==> config.mk <==
export PLATFORM = sky130hd
export DESIGN_NAME = wstc_ram
export DESIGN_NICKNAME = d
export VERILOG_FILES = /design/src/rtl/core/waving_sketch_topk_counter_core_defines.svh /design/src/rtl/core/wstc_ram.sv
export SDC_FILE = /design/constraint.sdc
export NUM_CORES = 1
export LEC_CHECK = 0
export BUFFER_PORTS_ARGS = -buffer_cell sky130_fd_sc_hd__buf_2
export CORE_UTILIZATION = 42
export CTS_BUF_LIST = sky130_fd_sc_hd__clkbuf_4 sky130_fd_sc_hd__clkbuf_8 sky130_fd_sc_hd__clkbuf_16
export DETAILED_ROUTE_END_ITERATION = 6
export PLACE_DENSITY = 0.68
export SETUP_SLACK_MARGIN = 0.4
export SLEW_MARGIN = 20
export SYNTH_ARGS = -nofsm -noshare
export SYNTH_HDL_FRONTEND = slang
export SYNTH_SLANG_ARGS = --single-unit
export TNS_END_PERCENT = 30
==> constraint.sdc <==
create_clock -name clk -period 2.5 [get_ports clk]
set_clock_uncertainty 0.1 [all_clocks]
set_input_delay 0.75 -clock clk [delete_from_list [all_inputs] [get_ports clk]]
set_output_delay 0.75 -clock clk [all_outputs]
set_load 0.05 [all_outputs]
==> src/rtl/core/waving_sketch_topk_counter_core_defines.svh <==
// ----------------------------------------------------------------------------
// waving_sketch_topk_counter_core_defines
// Assertion macros for the waving sketch core.
// ----------------------------------------------------------------------------
`ifndef WAVING_SKETCH_TOPK_COUNTER_CORE_DEFINES_SVH
`define WAVING_SKETCH_TOPK_COUNTER_CORE_DEFINES_SVH

// Same-cycle implication, checked out of reset.
`define WSTC_ASSERT_NOW(label, ante, cons) \
	label: assert property (@(posedge clk) disable iff (!arst_n) (ante) |-> (cons)) \
		else $error("wstc same-cycle check failed");

// Next-cycle implication, checked out of reset.
`define WSTC_ASSERT_NEXT(label, ante, cons) \
	label: assert property (@(posedge clk) disable iff (!arst_n) (ante) |=> (cons)) \
		else $error("wstc next-cycle check failed");

`endif

==> src/rtl/core/wstc_ram.sv <==
// ----------------------------------------------------------------------------
// wstc_ram
// Simple dual-port RAM: one write port, one read port, registered read.
// ----------------------------------------------------------------------------
`default_nettype none

module wstc_ram #(
	parameter int WIDTH = 8,
	parameter int DEPTH = 16,
	localparam int AW   = (DEPTH > 1) ? $clog2(DEPTH) : 1
) (
	input  wire logic             clk,
	input  wire logic             we,
	input  wire logic [AW-1:0]    waddr,
	input  wire logic [WIDTH-1:0] wdata,
	input  wire logic [AW-1:0]    raddr,
	output logic      [WIDTH-1:0] rdata
);
	logic [WIDTH-1:0] mem [DEPTH];

	always_ff @(posedge clk) begin
		if (we) begin
			mem[waddr] <= wdata;
		end
		rdata <= mem[raddr];
	end
endmodule

`default_nettype wire
[After elaboration in Yosys (flattened, before gate mapping)]
Memories as Yosys holds them, arrays and structs flattened. A register that Yosys moved wholly into a read port is not among the register bits.
Index checks and enable logic that the tools add are counted.
Storage, ports and cells
  register bits: 0
  latch bits: 0
  RAM bits: 128
  memory bits (read-only): 0
  input port bits: 18
  word-level logic and storage cells: 3
  memories kept: 1
Operators by class
  $add $sub $neg: 0
  multiply operators: 0
  divide/modulo/power cells: 0
  order comparisons: 0
  equality and inequality tests: 0
  shifts and indexed selects: 0
  multiplexer cells: 2
  bitwise logic cells: 0
  reductions and logical operators: 0
Memory list
  mem: depth 16, bits a word 8, rd ports 1, clocked after Yosys merged registers in 1, write ports 1, RTL line wstc_ram.sv:19  | logic [WIDTH-1:0] mem [DEPTH];
Operators with widths (number)
  two-way mux 1 bit: 2

[Logic depth before layout (Yosys ltp)]
  depth after elaboration: 2
  gate-level depth with buffers: 5

[Worst setup path after synthesis]
Ideal clock, no wire load.
  path type: input to register
  start: input waddr[2]
  end: memory mem[0][0], enable pin
  library setup time: 0.383 ns
  data arrival time: 1.860 ns
  data required time: 2.017 ns
  slack: 0.157 ns
  cell stages on the path: 2
  cell sequence: or3b_2 -> nor3_1
RTL lines
  start: declaration: RTL line wstc_ram.sv:14  | input wire logic [AW-1:0] waddr,
  end: declaration: RTL line wstc_ram.sv:19
No word-level cell before the write port.

[Worst setup path after layout]
  start: register rdata[2] (read register of mem)
  end: output rdata[2]
RTL lines
  start: declaration: RTL line wstc_ram.sv:17  | output logic [WIDTH-1:0] rdata
No word-level cell between the ends.

==> key figures <==
Final layout
  – Layout Cell Area excl Fill: 6180 sq um
  – Fill cell instance count of the final layout: 913
  – Fraction of final layout cells with drive strength greater than 1: 33.0%
  – Synthesis-to-finish area growth: 20.0%
  – Storage cell area: 4000 sq um
  – Area used by multi-input combinational logic: 1060 sq um
  – Antenna fix cells: 0
  – Final-stage net count: 302

Route
  – Number of nets still failing antenna checks after routing: 0
  – Total via count after detailed routing: 2414
  – Vias per cell: 5.44
  – Routed wire length: 9.87 mm
  – DRC: 0
  – Detailed-route wire length per cell: 22.2 microns
  – DR iter-0 viols: 208
  – Drt first pass iters: 4

Min path
  – Worst hold stages: 3
  – Worst hold path type: reg2reg

Global route
  – Overall fraction of global-route tracks in use: 17.5%
  – Wire length of the first global-routing pass: 15.3 mm
  – Initial antenna violation count: 0
  – GR Layer Usage met2: 25.7%
  – Maximum number of pins on one net before global-route repair: 25
  – Met3 global-route usage: 5.41%
  – Vias in the first global route: 2488
  – Global-route track usage on met1: 24.8%
  – Remaining global-route overflow: 0
  – Most Used Layer, Global Route: met2

Status
  – Run status: finished clean

Synth
  – Proportion of netlist area held by the largest area contributor: 74.7%
  – Cell type with the highest aggregate area in the netlist: edfxtp_1
  – Simple-Gate Fraction of Synth Area: 3.18%
  – Leading post-synthesis cells by cell area: edfxtp_1 75%, mux4_2 7.9%, mux4_1 7.1%
  – Post-synthesis average cell area: 22.5 sq um
  – Xor/xnor cell area share of the yosys netlist: 0%
  – Synth warn: 0
  – Dominant combinational cell family by area after synthesis: multiplexers
  – Proportion of synthesized area in mux cells: 15.0%
  – Number of standard cells after synthesis: 229
  – Post-synthesis register bit count: 136
  – Synth Area in Compound Gates: 2.33%
  – Net Count, Synth: 247
  – Most used flip-flop cell after synthesis: edfxtp_1
  – Number of flops mapped to enable cells by yosys: 128
  – Async set-or-reset flop fraction in the synthesized netlist: 0%
  – Commonest cells post-synth: 128 x edfxtp_1, 18 x mux4_2, 16 x a22oi_1
  – Unique masters post-synth: 19
  – Netlist Area Pre-Place: 5150 sq um
  – Top-count cell post-synth: edfxtp_1
  – Adder-cell share of the synthesized area: 0%
  – Sequential element share of the synthesized area: 77.8%

Setup path
  – Maximum fanout along the worst path: 1
  – Longest individual stage delay on the worst path: 0.36 ns
  – Family with the most delay on the worst path: flip-flops
  – Nature of the critical path endpoint: output port
  – Depth of the worst register-to-register path: 3
  – Buffers & Inverters on Critical Path: 1
  – Crit-path cells: buf_2
  – Arrival @ worst endpoint: 1.04 ns
  – Required @ worst endpoint: 1.65 ns
  – Crit path max-delay cell type: dfxtp_1
  – Crit Path Category: reg2out
  – Kind of start point of the critical path: flop
  – Total number of cells along the worst setup path: 1

Clock tree
  – Setup Fix Bufs, Post-CTS: 0
  – CTS sink cnt: 136
  – Clock tree from TritonCTS: done
  – Maximum buffer depth of the clock tree: 2
  – Post-CTS Hold Buffers: 0
  – Clock root cell: clkbuf_16
  – Latest clock arrival within the worst-skew pair: 0.41 ns
  – Clock input transition at the sequential cells of the worst setup and hold paths: 0.06 ns
  – Number of levels the H-tree was split into: 4
  – Number of clock buffers inserted by TritonCTS: 17
  – Number of gates resized after cts: 0

Place
  – Final HPWL DP: 6.41 mm
  – IO buf count: 25
  – Total placed instance area: 5560 sq um
  – Gpl congestion: 0.744

Power
  – Largest voltage drop on the vdd net: 505 uV
  – Static power due to leakage: 0.00212 uW
  – Total power density per cell area: 872 nW/um^2

Die
  – Top Ports: 26
  – Total core area: 12000 sq um
  – Overall die area: 12700 sq um
  – Starting Density: 43.0%
  – Height of the chip: 113 microns
  – Core Rows: 40
  – Horizontal die dimension: 113 microns

STA
  – Slew Limit Headroom: 69.6%
  – Final number of hold-violating endpoints: 0
  – Worst hold margin: 0.564 ns
  – Transition time of the tightest slew-check pin: 0.455 ns
  – Sum of negative setup slack: 0 ns
  – Maximum operating frequency: 0.528 GHz
  – RSZ-0062 raised after global routing: no
  – Final critical-path required period: 1.89 ns
  – Tcrit/Tclk final: 75.8%
  – Final number of max-transition violations: 0
  – # setup viols final: 0

Run
  – Max-cap violations: 0
[routing by layer]
layer  share of wire, %  routed length, microns
met1                 45                    4460
met2                 47                    4680
met3                6.4                     631
met4               0.94                      93
met5                  0                       0
[final cells by class]
type                       count  area share (%)
clock inverter                11            2.33
sequential                   136            64.8
clock buffer                  21            7.68
tap                          147            2.98
multi-input combinational     83            17.2
timing repair buffer          46            4.98
[kinds of logic after synthesis]
family / after synthesis
muxes: 32
DFF: 136
buffers and inverters: 10
and+or+nand+nor: 35
AOI/OAI and AO/OA: 16
[per-stage QoR]
step	instances	utilization, %	setup WS (ns)	power (uW)
CTS	444	51.6	0.577	5420
global placement	412	46.5	0.246	2900
detailed placement	412	46.5	0.212	2910
global route	444	51.6	0.556	5550
floorplan	229	-	0.384	2790
finish	444	51.6	0.606	5390
[sequential cells by signal, summed over array words and instances (netlist names)]
name / count
rdata: 8
mem: 128
[where the power goes]
part / leakage, uW / internal, uW / switching (uW)
Combinational: 0.000592 / 105 / 185
Clock: 0.000307 / 1660 / 872
Sequential: 0.00122 / 2550 / 16.8
Total: 0.00212 / 4310 / 1070
[final timing paths]
kind	startpoint	end	slack, ns
max	rdata[2]$_DFF_P_	rdata[2]	0.61
min reg2reg	mem[14][7]$_DFFE_PP_	rdata[7]$_DFF_P_	0.56
max reg2reg	mem[10][2]$_DFFE_PP_	rdata[2]$_DFF_P_	1.04
min	mem[14][7]$_DFFE_PP_	rdata[7]$_DFF_P_	0.56
[cell usage in the layout, fill, tap and decap left out, types with 4 or more instances in the layout]
cell type | netlist | routed
nand2_1 | 9 | 9
a22oi_1 | 16 | 16
edfxtp_1 | 128 | 128
buf_4 | 1 | 19
mux4_2 | 18 | 18
clkbuf_16 | 0 | 17
dfxtp_1 | 8 | 8
clkinv_2 | 0 | 4
buf_2 | 3 | 25
mux4_1 | 14 | 14
nor2_1 | 13 | 13
Power figures use the tool's default switching activity.
